<file path="config.mk">
export PLATFORM = sky130hd
export DESIGN_NAME = pcbnms_iou
export DESIGN_NICKNAME = d
export VERILOG_FILES = /design/src/rtl/pcbnms_pkg.sv /design/src/rtl/pcbnms_iou.sv
export SDC_FILE = /design/constraint.sdc
export NUM_CORES = 2
export LEC_CHECK = 0
export BUFFER_PORTS_ARGS = -buffer_cell sky130_fd_sc_hd__buf_2
export CAP_MARGIN = 10
export CORE_UTILIZATION = 50
export DETAILED_ROUTE_END_ITERATION = 16
export GPL_TIMING_DRIVEN = 0
export MAX_ROUTING_LAYER = met4
export PLACE_DENSITY = 0.67
export SLEW_MARGIN = 20
export SYNTH_ARGS = -nofsm -noshare
export SYNTH_HDL_FRONTEND = slang
export SYNTH_SLANG_ARGS = --single-unit
</file>
<file path="constraint.sdc">
create_clock -name clock -period 11.1 [get_ports clock]
set_clock_uncertainty 0.15 [all_clocks]
set_input_delay 1.11 -clock clock [delete_from_list [all_inputs] [get_ports clock]]
set_output_delay 1.11 -clock clock [all_outputs]
set_load 0.01 [all_outputs]
</file>
<file path="src/rtl/pcbnms_pkg.sv">
// Shared types, constants and helper function of the per-class box NMS block.
package pcbnms_pkg;

   // one candidate box as held in a cell of the chain
   typedef struct packed {
      logic signed [15:0] left;
      logic signed [15:0] top;
      logic [15:0]        width;
      logic [15:0]        height;
      logic [15:0]        score;
      logic [7:0]         cls;
   } entry_type;

   // per-cycle command to every cell of the chain
   typedef struct packed {
      logic insert;   // sorted insert of the incoming candidate
      logic pop;      // shift toward the head, head leaves the chain
      logic append;   // write the returning entry behind the last valid cell
      logic clear;    // drop every entry
   } cell_ctrl_type;

   // depth of the overlap test pipeline
   localparam int unsigned IOU_LAT = 5;

   // clamp a Q.4 corner to [0, lim] and truncate to whole pixels
   function automatic logic [12:0] clamp_corner(logic signed [17:0] v, logic [12:0] lim);
      logic signed [18:0] v_ext;
      logic signed [18:0] lim_q4;
      logic [12:0]        res;
      v_ext  = {v[17], v};
      lim_q4 = {2'b00, lim, 4'b0000};
      if (v_ext <= 19'sd0) begin
         res = '0;
      end else if (v_ext >= lim_q4) begin
         res = lim;
      end else begin
         res = v_ext[16:4];
      end
      return res;
   endfunction

endpackage

</file>
<file path="src/rtl/pcbnms_iou.sv">
// Pipelined overlap test of one candidate against the current pivot box.
module pcbnms_iou (
   input  logic                  clock,
   input  logic                  reset,
   input  logic [15:0]           thr,
   input  pcbnms_pkg::entry_type pivot,
   input  logic                  in_valid,
   input  pcbnms_pkg::entry_type in_entry,
   output logic                  out_valid,
   output logic                  out_keep,
   output pcbnms_pkg::entry_type out_entry,
   output logic                  busy
);
   import pcbnms_pkg::*;

   logic [IOU_LAT-1:0] vld_ff;
   entry_type          e1_ff, e2_ff, e3_ff, e4_ff, e5_ff;
   logic               m1_ff, m2_ff, m3_ff, m4_ff;
   logic               keep_ff;
   logic [16:0]        iw_ff, ih_ff, aw0_ff, ah0_ff, aw1_ff, ah1_ff;
   logic [33:0]        inter2_ff, a0_ff, a1_ff;
   logic [33:0]        inter3_ff, inter4_ff;
   logic [34:0]        uni_ff;
   logic [33:0]        plo_ff;
   logic [32:0]        phi_ff;

   logic signed [17:0] l0, t0, r0, b0, l1, t1, r1, b1;
   logic signed [18:0] iw_raw, ih_raw;
   logic [50:0]        rhs;
   logic [50:0]        lhs;

   // stage 1 edges and extents
   always_comb begin
      l0 = {{2{pivot.left[15]}}, pivot.left};
      t0 = {{2{pivot.top[15]}}, pivot.top};
      r0 = l0 + $signed({2'b00, pivot.width});
      b0 = t0 + $signed({2'b00, pivot.height});
      l1 = {{2{in_entry.left[15]}}, in_entry.left};
      t1 = {{2{in_entry.top[15]}}, in_entry.top};
      r1 = l1 + $signed({2'b00, in_entry.width});
      b1 = t1 + $signed({2'b00, in_entry.height});
      iw_raw = $signed({(r0 < r1) ? r0[17] : r1[17], (r0 < r1) ? r0 : r1})
             - $signed({(l0 > l1) ? l0[17] : l1[17], (l0 > l1) ? l0 : l1}) + 19'sd16;
      ih_raw = $signed({(b0 < b1) ? b0[17] : b1[17], (b0 < b1) ? b0 : b1})
             - $signed({(t0 > t1) ? t0[17] : t1[17], (t0 > t1) ? t0 : t1}) + 19'sd16;
      lhs = {1'b0, inter4_ff, 16'h0000};
      rhs = {phi_ff, 18'h00000} + {17'h00000, plo_ff};
   end

   always_ff @(posedge clock) begin
      if (reset) begin
         vld_ff <= '0;
      end else begin
         vld_ff <= {vld_ff[IOU_LAT-2:0], in_valid};
      end
      // stage 1
      iw_ff  <= iw_raw[18] ? 17'd0 : iw_raw[16:0];
      ih_ff  <= ih_raw[18] ? 17'd0 : ih_raw[16:0];
      aw0_ff <= {1'b0, pivot.width} + 17'd16;
      ah0_ff <= {1'b0, pivot.height} + 17'd16;
      aw1_ff <= {1'b0, in_entry.width} + 17'd16;
      ah1_ff <= {1'b0, in_entry.height} + 17'd16;
      m1_ff  <= (pivot.cls == in_entry.cls);
      e1_ff  <= in_entry;
      // stage 2 products
      inter2_ff <= iw_ff * ih_ff;
      a0_ff     <= aw0_ff * ah0_ff;
      a1_ff     <= aw1_ff * ah1_ff;
      m2_ff     <= m1_ff;
      e2_ff     <= e1_ff;
      // stage 3 union
      uni_ff    <= {1'b0, a0_ff} + {1'b0, a1_ff} - {1'b0, inter2_ff};
      inter3_ff <= inter2_ff;
      m3_ff     <= m2_ff;
      e3_ff     <= e2_ff;
      // stage 4 threshold times union in two halves
      plo_ff    <= thr * uni_ff[17:0];
      phi_ff    <= thr * uni_ff[34:18];
      inter4_ff <= inter3_ff;
      m4_ff     <= m3_ff;
      e4_ff     <= e3_ff;
      // stage 5 compare
      keep_ff <= !(m4_ff && (lhs > rhs));
      e5_ff   <= e4_ff;
   end

   assign out_valid = vld_ff[IOU_LAT-1];
   assign out_keep  = keep_ff;
   assign out_entry = e5_ff;
   assign busy      = |vld_ff;

endmodule

</file>
==> qor.csv <==
stage;metric;value;unit
outcome;status;finished clean;
detailed_routing;Via density;5.24;
floorplanning;IO Count;286;
critical_path;crit path DAT;9.38;ns
hold_path;Hold Crit Class;register to register;
timing;# setup viols final;0;
clock_tree;setup bufs post-CTS;0;
synthesis;post-synthesis compound-gate area fraction;7.12;%
global_routing;initial antenna violation count;12;
synthesis;simple-gate area share of the yosys netlist;13.6;%
detailed_routing;DR WL/cell;19.4;um
critical_path;CP max FO;10;
synthesis;Synth Net Count;10200;
timing;endpoints failing hold;0;
floorplanning;Initial Util;50.4;%
global_routing;GR Util All Layers;28.1;%
synthesis;top cells by area, synth;fa_1, dfxtp_1, ha_1;
detailed_routing;Final ANT Viol Nets;0;
clock_tree;CTS root buffer;clkbuf_16;
clock_tree;Hold-fix buffers, CTS;0;
finish;Layout area overhead;8.87;%
synthesis;Mapped Area;75600;um2
detailed_routing;Iteration-0 DRC Markers;3321;
synthesis;post-synth top area share;30.3;%
finish;most frequent cells in the layout;inv_1, fa_1, nand2_1;
global_routing;largest net degree at the start of global routing;17;
detailed_routing;# DRC;0;
clock_tree;total CTS buffers;81;
global_routing;first-pass GRT wire length;321;mm
finish;layout cells sized above 1;5.57;%
synthesis;mux cell area share after synthesis;0.809;%
synthesis;synth warn;0;
finish;fillers;13600;
global_routing;gr ovfl total;0;
timing;fin crit period;9.00;ns
synthesis;Post-Synth Adder-Cell Area;43.9;%
timing;f_max;111;MHz
detailed_routing;drt first pass iters;5;
synthesis;asr flop ratio synth;0;%
synthesis;Avg Cell Area, Syn;9.44;um2
critical_path;crit path capture type;register;
critical_path;worst endpoint required time;11.47;ns
finish;FF/Latch Area;16300;um2
synthesis;sequential area share after synthesis;21.6;%
place;GP Congestion;0.978;
critical_path;CP dominant cell by count;a21oi_1;
timing;final worst path period share;81.1;%
timing;Worst slew margin;21.6;%
synthesis;top_reg_cell synth;dfxtp_1;
finish;area of the multi-input gates;52200;um2
global_routing;vias in the first global route;57900;
clock_tree;clock tree sinks;816;
clock_tree;TritonCTS clock tree;built;
synthesis;post-synth top area cell;fa_1;
clock_tree;worst skew pair latency;0.69;ns
detailed_routing;final WL;202;mm
critical_path;crit start category;primary input;
finish;Final Non-Filler Cells;10400;
place;number of buffers added on ports;263;
synthesis;post-synthesis cell type count;88;
critical_path;max incr delay on CP;0.56;ns
floorplanning;Die H;391;um
floorplanning;Die X-Extent;391;um
finish;fin nets;10500;
timing;Post-Route Setup TNS;0;ns
clock_tree;CTS HTree Levels;3;
floorplanning;DIE AREA;153000;um2
floorplanning;row count;142;
synthesis;largest family of logic cells by synthesized area;adder cells;
detailed_routing;via count;54800;
clock_tree;Clk pin slew, worst setup/hold paths;0.06;ns
run;Max-cap violations;0;
timing;unrepaired setup endpoints after global routing;false;
critical_path;kind of critical path;primary input to register;
place;Post-DP HPWL;167;mm
floorplanning;Core ar.;150000;um2
finish;commonest non-fill, non-tap cell in the layout;inv_1;
critical_path;Worst path slowest cell;a2111oi_4;
synthesis;xor and xnor fraction of the mapped netlist area;3.68;%
clock_tree;clk buf depth;3;
synthesis;EDFF count, synth;0;
timing;Worst-Margin Slew;1.18;ns
synthesis;Synth Register Bits;816;
synthesis;synthesized instance count;8007;
timing;Slew Limit Fails;0;
clock_tree;CTS resizes;0;
place;DP Cell Count;10300;
finish;Final Core Density;54.9;%
worst max-delay path: cells and delay by family:
family	cells	cell delay, ns
buffers and inverters	3	1.00
adders and majority gates	5	1.58
and+or+nand+nor	4	0.71
muxes	1	0.38
xor gates and xnor gates	1	0.16
AOI/OAI and AO/OA	20	4.40
state kept, by name, indices dropped and copies added (netlist names), 17 cells and up:
signal / flops
uni_ff: 35
inter4_ff: 34
out_entry: 88
plo_ff: 34
ah0_ff: 17
aw1_ff: 17
e1_ff: 80
e4_ff: 88
phi_ff: 33
aw0_ff: 17
a1_ff: 34
a0_ff: 34
e3_ff: 88
inter3_ff: 34
ah1_ff: 17
iw_ff: 17
e2_ff: 88
inter2_ff: 34
ih_ff: 17
per-layer routing:
metal	track usage [%]	wire (um)	vias up
met5	-	0	-
met4	12.6	9970	0
met3	4.60	14900	425
met2	45.3	94500	1967
met1	34.7	83100	27000
li1	-	-	25400
logic make-up (layout without fill, tap and decap cells):
| logic type | count (synthesis) | after routing |
|---|---|---|
| AOI/OAI and AO/OA | 818 | 818 |
| xor gates and xnor gates | 318 | 318 |
| adders and majority gates | 1966 | 1966 |
| buffers and inverters | 1872 | 2283 |
| DFF | 816 | 816 |
| muxes | 59 | 59 |
| other | 0 | 14 |
| and+or+nand+nor | 2158 | 2158 |
per-stage QoR:
stage | setup WS [ns] | cell area (um2) | hold slack (ns)
after global placement | 1.61 | 79400 | 0.159
after detailed placement | 1.48 | 79400 | 0.162
after global routing | 1.62 | 82300 | 0.156
after floorplan | 2.86 | 75600 | 0.160
final | 2.10 | 82300 | 0.148
after CTS | 2.16 | 82200 | 0.153
Yosys cell counts (63+ instances only):
| cell type | number |
|---|---|
| nand3_1 | 78 |
| xor2_1 | 97 |
| nor2_1 | 202 |
| clkbuf_1 | 251 |
| nand2_1 | 1068 |
| inv_1 | 1615 |
| nor3_1 | 65 |
| fa_1 | 1143 |
| o21ai_0 | 141 |
| a21o_1 | 109 |
| ha_1 | 822 |
| o21a_1 | 63 |
| a21oi_1 | 237 |
| xnor2_1 | 221 |
| dfxtp_1 | 816 |
| and2_1 | 488 |
final timing paths:
| kind | cells after the start | to | slack, ns | from |
|---|---|---|---|---|
| max reg2reg | 23 | a1_ff[33]$_DFF_P_ | 3.07 | ah1_ff[9]$_DFF_P_ |
| min reg2reg | 0 | out_entry[75]$_DFF_P_ | 0.15 | e4_ff[75]$_DFF_P_ |
| min | 0 | out_entry[75]$_DFF_P_ | 0.15 | e4_ff[75]$_DFF_P_ |
| max | 34 | iw_ff[9]$_SDFF_PP0_ | 2.10 | in_entry[72] |
layout make-up:
class                   instances  area share (%)
well taps                    2016            3.07
multi-input cells            5319            63.5
plain buffers                 257            1.20
repair buffers                263            1.60
flip-flops and latches        816            19.9
inverters                    1615            7.37
clock inverters                42           0.666
diodes                         14          0.0426
clock buffers                 106            2.76
Power is not shown: default switching activity piles up to over one toggle a cycle in this logic, so the estimate is an artifact.
