`src/rtl/pcbnms_pkg.sv`:
```
// Shared types, constants and helper function of the per-class box NMS block.
package pcbnms_pkg;

   // one candidate box as held in a cell of the chain
   typedef struct packed {
      logic signed [15:0] left;
      logic signed [15:0] top;
      logic [15:0]        width;
      logic [15:0]        height;
      logic [15:0]        score;
      logic [7:0]         cls;
   } entry_type;

   // per-cycle command to every cell of the chain
   typedef struct packed {
      logic insert;   // sorted insert of the incoming candidate
      logic pop;      // shift toward the head, head leaves the chain
      logic append;   // write the returning entry behind the last valid cell
      logic clear;    // drop every entry
   } cell_ctrl_type;

   // depth of the overlap test pipeline
   localparam int unsigned IOU_LAT = 5;

   // clamp a Q.4 corner to [0, lim] and truncate to whole pixels
   function automatic logic [12:0] clamp_corner(logic signed [17:0] v, logic [12:0] lim);
      logic signed [18:0] v_ext;
      logic signed [18:0] lim_q4;
      logic [12:0]        res;
      v_ext  = {v[17], v};
      lim_q4 = {2'b00, lim, 4'b0000};
      if (v_ext <= 19'sd0) begin
         res = '0;
      end else if (v_ext >= lim_q4) begin
         res = lim;
      end else begin
         res = v_ext[16:4];
      end
      return res;
   endfunction

endpackage

```
`src/rtl/pcbnms_cell.sv`:
```
// One cell of the candidate chain: holds one sorted entry and trades it with its neighbors.
module pcbnms_cell (
   input  logic                      clock,
   input  logic                      reset,
   input  pcbnms_pkg::cell_ctrl_type ctrl,
   input  logic                      head,
   input  pcbnms_pkg::entry_type     new_entry,
   input  pcbnms_pkg::entry_type     fb_entry,
   input  pcbnms_pkg::entry_type     left_entry,
   input  logic                      left_valid,
   input  logic                      left_take,
   input  pcbnms_pkg::entry_type     right_entry,
   input  logic                      right_valid,
   output pcbnms_pkg::entry_type     own_entry,
   output logic                      own_valid,
   output logic                      own_take
);
   import pcbnms_pkg::*;

   entry_type entry_ff, entry_in;
   logic      valid_ff, valid_in;
   entry_type sh_entry;
   logic      sh_valid;
   logic      sh_left_valid;

   // new candidate goes ahead of this entry only on a strictly higher score
   assign own_take  = !valid_ff || (new_entry.score > entry_ff.score);
   assign own_entry = entry_ff;
   assign own_valid = valid_ff;

   // next contents
   always_comb begin
      sh_entry      = ctrl.pop ? right_entry : entry_ff;
      sh_valid      = ctrl.pop ? right_valid : valid_ff;
      sh_left_valid = head || (ctrl.pop ? valid_ff : left_valid);
      entry_in      = entry_ff;
      valid_in      = valid_ff;
      priority if (ctrl.clear) begin
         valid_in = 1'b0;
      end else if (ctrl.insert) begin
         if (own_take) begin
            if (left_take) begin
               entry_in = left_entry;
               valid_in = left_valid;
            end else begin
               entry_in = new_entry;
               valid_in = 1'b1;
            end
         end
      end else begin
         entry_in = sh_entry;
         valid_in = sh_valid;
         if (ctrl.append && !sh_valid && sh_left_valid) begin
            entry_in = fb_entry;
            valid_in = 1'b1;
         end
      end
   end

   always_ff @(posedge clock) begin
      if (reset) begin
         valid_ff <= 1'b0;
      end else begin
         valid_ff <= valid_in;
      end
      entry_ff <= entry_in;
   end

endmodule

```
`config.mk`:
```
export PLATFORM = sky130hd
export DESIGN_NAME = pcbnms_cell
export DESIGN_NICKNAME = d
export VERILOG_FILES = /design/src/rtl/pcbnms_pkg.sv /design/src/rtl/pcbnms_cell.sv
export SDC_FILE = /design/constraint.sdc
export NUM_CORES = 1
export LEC_CHECK = 0
export BUFFER_PORTS_ARGS = -buffer_cell sky130_fd_sc_hd__buf_2
export CAP_MARGIN = 10
export CORE_AREA = 5 5 172 174
export CTS_CLUSTER_SIZE = 24
export DETAILED_ROUTE_END_ITERATION = 8
export DIE_AREA = 0 0 177 179
export PLACE_DENSITY_LB_ADDON = 0.1
export SETUP_SLACK_MARGIN = 0.2
export SLEW_MARGIN = 25
export SYNTH_ARGS = -nofsm -noshare
export SYNTH_HDL_FRONTEND = slang
export SYNTH_SLANG_ARGS = --single-unit
```
`constraint.sdc`:
```
create_clock -name clock -period 10.85 [get_ports clock]
set_input_delay 2.17 -clock clock [delete_from_list [all_inputs] [get_ports clock]]
set_output_delay 2.17 -clock clock [all_outputs]
set_load 0.01 [all_outputs]
```
==> flow_summary.json, run 1 <==
{
  "p_clk_frac": 0.324,
  "setup_viol": 0,
  "fillers": 2997,
  "clkSinkCount": 89,
  "p_seq_frac": 0.416,
  "finalMaxSlewViolations": 0,
  "wl_per_cell_um": 18.3,
  "worst_ep_required_time_ns": 8.68,
  "p_leak_nw": 4.08,
  "cap_violations": 0,
  "grt_setup_unrepaired": "false",
  "intPower_mw": 0.746,
  "place_ws_ns": 4.73,
  "cts_htree_levels": 3,
  "p_sw_mw": 0.281,
  "post_cts_buffers": 0,
  "fin_setup_tns_ns": 0,
  "crit_fanout": 4,
  "floorplan.rows": 61,
  "slew_headroom": 0.455,
  "synth_seq_area_share": 0.446,
  "fp.coreArea_um2": 27600,
  "antenna_found_initial": 5,
  "start_util": 0.216,
  "via_count": 5897,
  "async_flop_share": 0,
  "critPathCaptureType": "output pin",
  "die-height_um": 179,
  "cts_tree": "built",
  "p_comb_frac": 0.260,
  "synth_common_cells": "a21oi_1 (94), and2_1 (89), a211oi_1 (88), edfxtp_1 (88), mux2i_1 (88)",
  "ys_top_cells_by_area": "edfxtp_1 (44%), mux2i_1 (15%), a211oi_1 (11%)",
  "drive_above_1_share": 0.487,
  "crit_path_start_kind": "input pin",
  "power.density_nw_per_um2": 115,
  "fin_nets": 1359,
  "yosys.cell_count.top_type": "a21oi_1",
  "period_share": 0.564,
  "fin_worst_skew_ns": 0.0107,
  "grt_pass1_wl_um": 35800,
  "hold_viol_final": 0,
  "ys.flop_type": "edfxtp_1",
  "track_usage": 0.148,
  "arrival_ns": 3.95,
  "status": "finished, final reports clean",
  "drtIter0Drc": 220,
  "peakVddDrop_v": 0.0000599,
  "syn_area_um2": 5970,
  "grt-ovfl-total": 0,
  "grt_max_degree": 101,
  "cts-resized-gates": 0,
  "cts_root_buffer": "clkbuf_16",
  "p_sw_frac": 0.273,
  "area_growth_pct": 49.2,
  "synth_edf_count": 88,
  "syn_inst": 560,
  "synth_nets": 938,
  "min_path_type": "reg2reg",
  "hold_buffers": 0,
  "dieArea_um2": 31700,
  "worstMarginPinSlew_ns": 0.818,
  "numPortBuffers": 451,
  "synth_top_area_cell": "edfxtp_1",
  "clk_latency_ns": 0.34,
  "synth_top_area_frac": 0.443,
  "dp_hpwl_um": 20200,
  "yosysUniqueCellTypes": 29,
  "synth-seq-cells": 89,
  "grt_pass1_vias": 6287,
  "via_per_inst": 4.31,
  "routed_wl_um": 25000,
  "drc": 0,
  "cts_made_buffers": 9,
  "io_pins": 452,
  "synth_warnings": 0,
  "synth_area_per_cell_um2": 10.7,
  "die_x_um": 177,
  "fin_crit_ns": 6.12,
  "ant_nets": 0,
  "whs_ns": 0.755,
  "setup_ws_ns": 4.73,
  "clkTransAtPathRegs_ns": 0.07,
  "clock.fmax_mhz": 163,
  "drtPass1Iterations": 4,
  "clock_path_buffers": 2,
  "place_congestion": 0.788,
  "worstSetupPathType": "in2out"
}
==> metal layers <==
layer | track usage | part of all wire | vias to the layer above
met5 | 0 | 0 | -
met4 | 0.0487 | 0.020 | 0
met3 | 0.0413 | 0.083 | 23
met2 | 0.285 | 0.54 | 268
met1 | 0.155 | 0.36 | 2621
li1 | - | - | 2985
==> power by group through the flow <==
stage	combinational, mW	sequential, mW	clock, mW
after detailed placement	0.274	0.435	0
final	0.267	0.427	0.332
after CTS	0.275	0.428	0.349
after floorplan	0.125	0.453	0
after global placement	0.273	0.435	0
after global routing	0.299	0.430	0.362
==> cells in the final DEF (no fill, tap or decap), types with 8 or more instances in the layout <==
cell type and count:
buf_4 8, inv_1 16, and2_1 89, mux2i_1 88, clkbuf_16 9, a21oi_1 94
buf_2 449, a211oi_1 88, edfxtp_1 88, ha_1 16
==> through the flow <==
step	util	power, mW	cell area (um^2)	std cells
6_report	0.322	1.03	8910	1369
3_3_place_gp	0.310	0.708	8560	1347
3_5_place_dp	0.311	0.709	8580	1348
5_1_grt	0.322	1.09	8910	1369
2_1_floorplan	-	0.577	5980	560
4_1_cts	0.322	1.05	8890	1364
==> cells by family after synthesis <==
group	Yosys count	share of synthesized area
flops	89	0.446
simple gates	109	0.112
mux	89	0.151
buf+inv	65	0.0484
fa+ha+maj	16	0.0335
compound gates	192	0.209
==> worst max-delay path, stage by stage <==
cell and delay (ns):
buf_2 0.11, ha_1 0.33, nand4_2 0.15, nor2_1 0.07, or4_4 0.52, o31ai_4 0.36
nand2_1 0.09, buf_2 0.16
==> state kept, by name (all words and copies together) (netlist names) <==
register   count
own_entry     88
own_valid      1
==> final timing paths <==
path | from | slack, ns | depth (start not counted) | end
max reg2reg | own_entry[23] | 7.86 | 8 | own_entry[56]
min | own_valid | 0.75 | 1 | own_valid
min reg2reg | own_valid | 0.75 | 1 | own_valid
max | new_entry[23] | 4.73 | 8 | own_take
==> area by class of cell <==
cell class / count / area [um^2] / area share
multi-input combinational: 406 / 3050 / 0.342
antenna: 5 / 12.5 / 0.00140
tap: 378 / 473 / 0.0531
sequential: 89 / 2660 / 0.299
clock buffer: 11 / 233 / 0.0261
clock inverter: 5 / 80.1 / 0.00899
inverter: 16 / 60.1 / 0.00674
timing repair buffer: 459 / 2340 / 0.263
Power figures use the tool's default switching activity.
==> inputs of run 2 (changes only) <==
--- a/config.mk
+++ b/config.mk
@@ -5,12 +5,13 @@
 export SDC_FILE = /design/constraint.sdc
 export NUM_CORES = 1
 export LEC_CHECK = 0
+export ABC_AREA = 1
 export BUFFER_PORTS_ARGS = -buffer_cell sky130_fd_sc_hd__buf_2
 export CAP_MARGIN = 10
-export CORE_AREA = 5 5 172 174
+export CORE_AREA = 5 5 173 175
 export CTS_CLUSTER_SIZE = 24
 export DETAILED_ROUTE_END_ITERATION = 8
-export DIE_AREA = 0 0 177 179
+export DIE_AREA = 0 0 178 180
 export PLACE_DENSITY_LB_ADDON = 0.1
 export SETUP_SLACK_MARGIN = 0.2
 export SLEW_MARGIN = 25
==> constraint.sdc (replaced) <==
create_clock -name clock -period 5.7 [get_ports clock]
set_input_delay 1.14 -clock clock [delete_from_list [all_inputs] [get_ports clock]]
set_output_delay 1.14 -clock clock [all_outputs]
set_load 0.01 [all_outputs]
==> run 2 against run 1 <==
Net effect:
- final cell count grew 8.0%
- synthesized cell count grew 21%
- sequential cell count is the same
- highest routed layer unchanged
==> flow_summary.json, run 2 <==
{
  "dp_hpwl_um": 21100,
  "hold_viol_final": 0,
  "grt_max_degree": 89,
  "synth_common_cells": "nand2_1 (199), a21oi_1 (183), edfxtp_1 (88)",
  "min_path_type": "reg2reg",
  "fin_setup_tns_ns": 0,
  "crit_path_start_kind": "input pin",
  "synth_top_area_cell": "edfxtp_1",
  "peakVddDrop_v": 0.000143,
  "cts_htree_levels": 3,
  "grt_setup_unrepaired": "false",
  "fin_nets": 1465,
  "start_util": 0.204,
  "area_growth_pct": 48.5,
  "grt.met2_usage": 0.292,
  "cts-resized-gates": 0,
  "p_total_mw": 1.91,
  "numPortBuffers": 451,
  "grt_pass1_wl_um": 41300,
  "worstSetupPathType": "in2out",
  "slowest_delay_ns": 0.30,
  "gr-usage-met3": 0.0374,
  "synth_edf_count": 88,
  "yosysUniqueCellTypes": 26,
  "io_pins": 452,
  "hold_buffers": 0,
  "drive_above_1_share": 0.454,
  "post_cts_buffers": 0,
  "clock.fmax_mhz": 279,
  "grt-ovfl-total": 0,
  "cap_violations": 0,
  "synth_warnings": 0,
  "syn_area_um2": 5770,
  "clkSinkCount": 89,
  "dieArea_um2": 32000,
  "drtIter0Drc": 354,
  "place_congestion": 0.771,
  "clkTransAtPathRegs_ns": 0.07,
  "worstMarginPinSlew_ns": 0.854,
  "syn_inst": 676,
  "fin_crit_ns": 3.58,
  "wl_per_cell_um": 19.2,
  "cpMostUsedCell": "nand2_1",
  "drtPass1Iterations": 5,
  "async_flop_share": 0,
  "largest_reg_flops": 88,
  "mostFrequentLayoutCells": "buf_2 (449), nand2_1 (199), a21oi_1 (183)",
  "status": "finished, final reports clean",
  "cts_tree": "built",
  "slew_headroom": 0.431,
  "critPathCaptureType": "output pin",
  "ys_top_cells_by_area": "edfxtp_1 (46%), a21oi_1 (16%), nand2_1 (13%)",
  "synth_top_area_frac": 0.458,
  "ys.flop_type": "edfxtp_1",
  "fp.coreArea_um2": 28300,
  "power.density_nw_per_um2": 222,
  "clk_latency_ns": 0.35,
  "use_met1": 0.201,
  "ant_nets": 0,
  "die_x_um": 178,
  "drc": 0,
  "crit_fanout": 2,
  "top_usage_layer": "met2",
  "setup_viol": 0,
  "via_per_inst": 4.56,
  "synth_nets": 1054,
  "die-height_um": 180,
  "via_count": 6740,
  "fin_worst_skew_ns": 0.0120,
  "cts_made_buffers": 9,
  "arrival_ns": 2.44,
  "worst_ep_required_time_ns": 4.56,
  "layout_commonest_cell": "buf_2",
  "yosys.cell_count.top_type": "nand2_1",
  "track_usage": 0.167,
  "cpMaxStageDelayCell": "ha_1",
  "synth-seq-cells": 89,
  "antenna_found_initial": 3,
  "routed_wl_um": 28400,
  "synth_seq_area_share": 0.461,
  "finalMaxSlewViolations": 0,
  "clock_path_buffers": 2,
  "synth_area_per_cell_um2": 8.54,
  "period_share": 0.628,
  "grt_pass1_vias": 6906,
  "floorplan.rows": 62,
  "cts_root_buffer": "clkbuf_16",
  "p_leak_nw": 4.15,
  "crit_chain": "buf_2 -> ha_1 -> a21oi_1 -> o21ai_0 -> a21oi_1 -> nand2_1 -> nand2_1 -> nand2_1 -> buf_2"
}
[run 2: cell types whose count changed after synthesis, sizes merged, moves of 5 or more]
cell,previous run,this run
inv,16,26
and2,89,0
a21oi,94,183
nand3,0,5
nand2,6,199
clkbuf,33,26
a211oi,88,0
a22oi,0,88
buf,16,31
mux2i,89,1
[run 2: worst paths after layout]
path | from | cells after the start | to | slack, ns
max | new_entry[23] | 9 | own_take | 2.12
min | own_valid | 2 | own_valid | 0.58
max reg2reg | own_valid | 5 | own_entry[0] | 2.96
min reg2reg | own_valid | 2 | own_valid | 0.58
[run 2: stage by stage]
step | instances | setup slack [ns] | hold slack, ns | util | area, um^2
2_1_floorplan | 676 | 1.54 | 0.554 | - | 5770
3_3_place_gp | 1460 | 1.81 | 0.586 | 0.293 | 8290
3_5_place_dp | 1460 | 2.01 | 0.581 | 0.293 | 8290
4_1_cts | 1476 | 2.11 | 0.592 | 0.302 | 8560
5_1_grt | 1479 | 1.97 | 0.633 | 0.303 | 8570
6_report | 1479 | 2.12 | 0.582 | 0.303 | 8570
[run 2: final cells by class]
cell class / count / area, um^2
clock inverters: 7 / 45.0
flip-flops and latches: 89 / 2660
inverters: 26 / 110
clock buffers: 9 / 225
multi-input cells: 504 / 2730
well taps: 384 / 480
fillers: 3125 / 19700
repair buffers: 457 / 2310
diodes: 3 / 7.51
[run 2: cell families after synthesis]
group / Yosys count / share of synthesized area
AOI/OAI and AO/OA: 275 / 0.295
adders and majority gates: 16 / 0.0347
buffers and inverters: 83 / 0.0672
DFF: 89 / 0.461
muxes: 1 / 0.00173
and+or+nand+nor: 212 / 0.140
[run 2: critical path, delay by kind of cell]
kind | cells | cell delay (ns)
AOI/OAI and AO/OA | 3 | 0.49
adders and majority gates | 1 | 0.30
buffers and inverters | 2 | 0.26
and+or+nand+nor | 3 | 0.25
[run 2: layer usage]
layer	vias to the layer above	share of wire
li1	3264	-
met1	3172	0.40
met2	280	0.51
met3	24	0.074
met4	0	0.018
met5	-	0
[run 2: report_power, final]
| part | leakage, nW | total (mW) | internal, mW | switching (mW) |
|---|---|---|---|---|
| Clock | 0.129 | 0.569 | 0.296 | 0.273 |
| Sequential | 0.850 | 0.812 | 0.796 | 0.0157 |
| Combinational | 3.17 | 0.526 | 0.218 | 0.308 |
| Total | 4.15 | 1.91 | 1.31 | 0.597 |
==> inputs of run 3 (changes only) <==
==> constraint.sdc (replaced) <==
create_clock -name clock -period 3.32 [get_ports clock]
set_input_delay 0.664 -clock clock [delete_from_list [all_inputs] [get_ports clock]]
set_output_delay 0.664 -clock clock [all_outputs]
set_load 0.01 [all_outputs]
==> run 3 against run 2 <==
Net effect:
- non-clock buffer count rose by 6
- via count grew 0.37%
- wire length down 0.47%
- clock-buffer cell count unchanged
- final cell count rose by 0.41%
- critical path depth unchanged
- design area rose by 2.9%
- power up 78%
- clock skew down 0.0032 ns
==> flow_summary.json, run 3 (synthesis gave the netlist of run 2 again) <==
{
  "slowest_delay_ns": 0.37,
  "p_sw_mw": 1.04,
  "cts-resized-gates": 0,
  "cts_tree": "built",
  "period_share": 0.737,
  "fin_nets": 1471,
  "grt_pass1_wl_um": 41400,
  "cpMostUsedCell": "nand2_1",
  "wl_per_cell_um": 19.1,
  "slew_headroom": 0.473,
  "fillers": 3100,
  "dieArea_um2": 32000,
  "p_seq_frac": 0.409,
  "gr-usage-met3": 0.0361,
  "utilization": 0.312,
  "grt_pass1_vias": 7027,
  "critPathCaptureType": "output pin",
  "via_per_inst": 4.56,
  "routed_wl_um": 28300,
  "setup_ws_ns": 0.874,
  "ff_latch_area_um2": 2660,
  "via_count": 6765,
  "arrival_ns": 1.78,
  "p_leak_nw": 4.20,
  "fp.coreArea_um2": 28300,
  "area_growth_pct": 52.9,
  "crit_chain": "inv_1 -> ha_4 -> nand4_1 -> nor3_2 -> nand2_1 -> nand2_1 -> nand2_1 -> nand2_1 -> buf_2",
  "setup_viol": 0,
  "cts_htree_levels": 3,
  "track_usage": 0.168,
  "die-height_um": 180,
  "dp_hpwl_um": 21400,
  "drtIter0Drc": 406,
  "whs_ns": 0.547,
  "worstMarginPinSlew_ns": 0.791,
  "largest_reg_flops": 88,
  "fin_crit_ns": 2.45,
  "hold_viol_final": 0,
  "drive_above_1_share": 0.471,
  "hold_buffers": 0,
  "final_area_um2": 8820,
  "use_met1": 0.204,
  "layout_commonest_cell": "buf_2",
  "peakVddDrop_v": 0.000172,
  "clk_latency_ns": 0.34,
  "multiInputGateArea_um2": 2870,
  "min_path_type": "in2reg",
  "finalMaxSlewViolations": 0,
  "numPortBuffers": 451,
  "crit_fanout": 2,
  "place_ws_ns": 0.548,
  "p_total_mw": 3.40,
  "place_congestion": 0.801,
  "antenna_found_initial": 2,
  "grt.met2_usage": 0.291,
  "crit_path_start_kind": "flip-flop",
  "drc": 0,
  "cpMaxStageDelayCell": "edfxtp_1",
  "power.density_nw_per_um2": 386,
  "cap_violations": 0,
  "grt_max_degree": 89,
  "status": "finished, final reports clean",
  "worstSetupPathType": "reg2out",
  "io_pins": 452,
  "cts_root_buffer": "clkbuf_16",
  "place_area_um2": 8510,
  "p_clk_frac": 0.318,
  "drtPass1Iterations": 5,
  "clkSinkCount": 89,
  "clkTransAtPathRegs_ns": 0.07,
  "path_delay_family": "simple AND/OR/NAND/NOR gates",
  "fin_setup_tns_ns": 0,
  "post_cts_buffers": 0,
  "fin_worst_skew_ns": 0.00872,
  "dp.cells": 1466,
  "cp-startpoint": "own_entry[17]",
  "clock.fmax_mhz": 409,
  "cts_made_buffers": 9,
  "clock_path_buffers": 2,
  "worst_ep_required_time_ns": 2.66,
  "hold_start": "reset",
  "intPower_mw": 2.36,
  "p_comb_frac": 0.273,
  "ant_nets": 0,
  "path_buf_inv": 2,
  "r2r-start": "own_entry[17]",
  "floorplan.rows": 62,
  "mostFrequentLayoutCells": "buf_2 (449), nand2_1 (198), a21oi_1 (183)",
  "grt_setup_unrepaired": "false",
  "start_util": 0.204,
  "final_cell_count_no_fill": 1485,
  "p_sw_frac": 0.307,
  "die_x_um": 178,
  "top_usage_layer": "met2",
  "grt-ovfl-total": 0
}
==> run 3: layout make-up <==
type	count	share of cell area
antenna	3	0.000851
clock buffer	9	0.0255
clock inverter	7	0.00950
inverter	26	0.0123
multi-input combinational	504	0.325
sequential	89	0.302
tap	384	0.0544
timing repair buffer	463	0.271
==> run 3: power by group through the flow <==
stage          Sequential [mW]  Combinational, mW  Clock, mW
6_report                  1.39              0.931       1.08
5_1_grt                   1.40               1.04       1.18
4_1_cts                   1.39              0.950       1.14
3_5_place_dp              1.42              0.948          0
3_3_place_gp              1.42              0.956          0
2_1_floorplan             1.47              0.419          0
==> run 3: worst min-delay path: cells and delay by family <==
family / cells / cell delay [ns]
AND/OR/NAND/NOR: 1 / 0.08
AO/OA/AOI/OAI: 1 / 0.03
buffers and inverters: 1 / 0.07
==> run 3: per-layer routing <==
metal / routed length [um] / share of wire / vias up
met5: 0 / 0 / -
met1: 11200 / 0.40 / 3142
met2: 14200 / 0.50 / 303
li1: - / - / 3279
met3: 2110 / 0.075 / 41
met4: 765 / 0.027 / 0
==> run 3: path summary, 6_finish.rpt <==
path | slack, ns | end | cells after the start
max reg2reg | 0.91 | own_entry[63] | 11
min | 0.55 | own_valid | 3
max | 0.87 | own_take | 9
min reg2reg | 0.59 | own_valid | 2
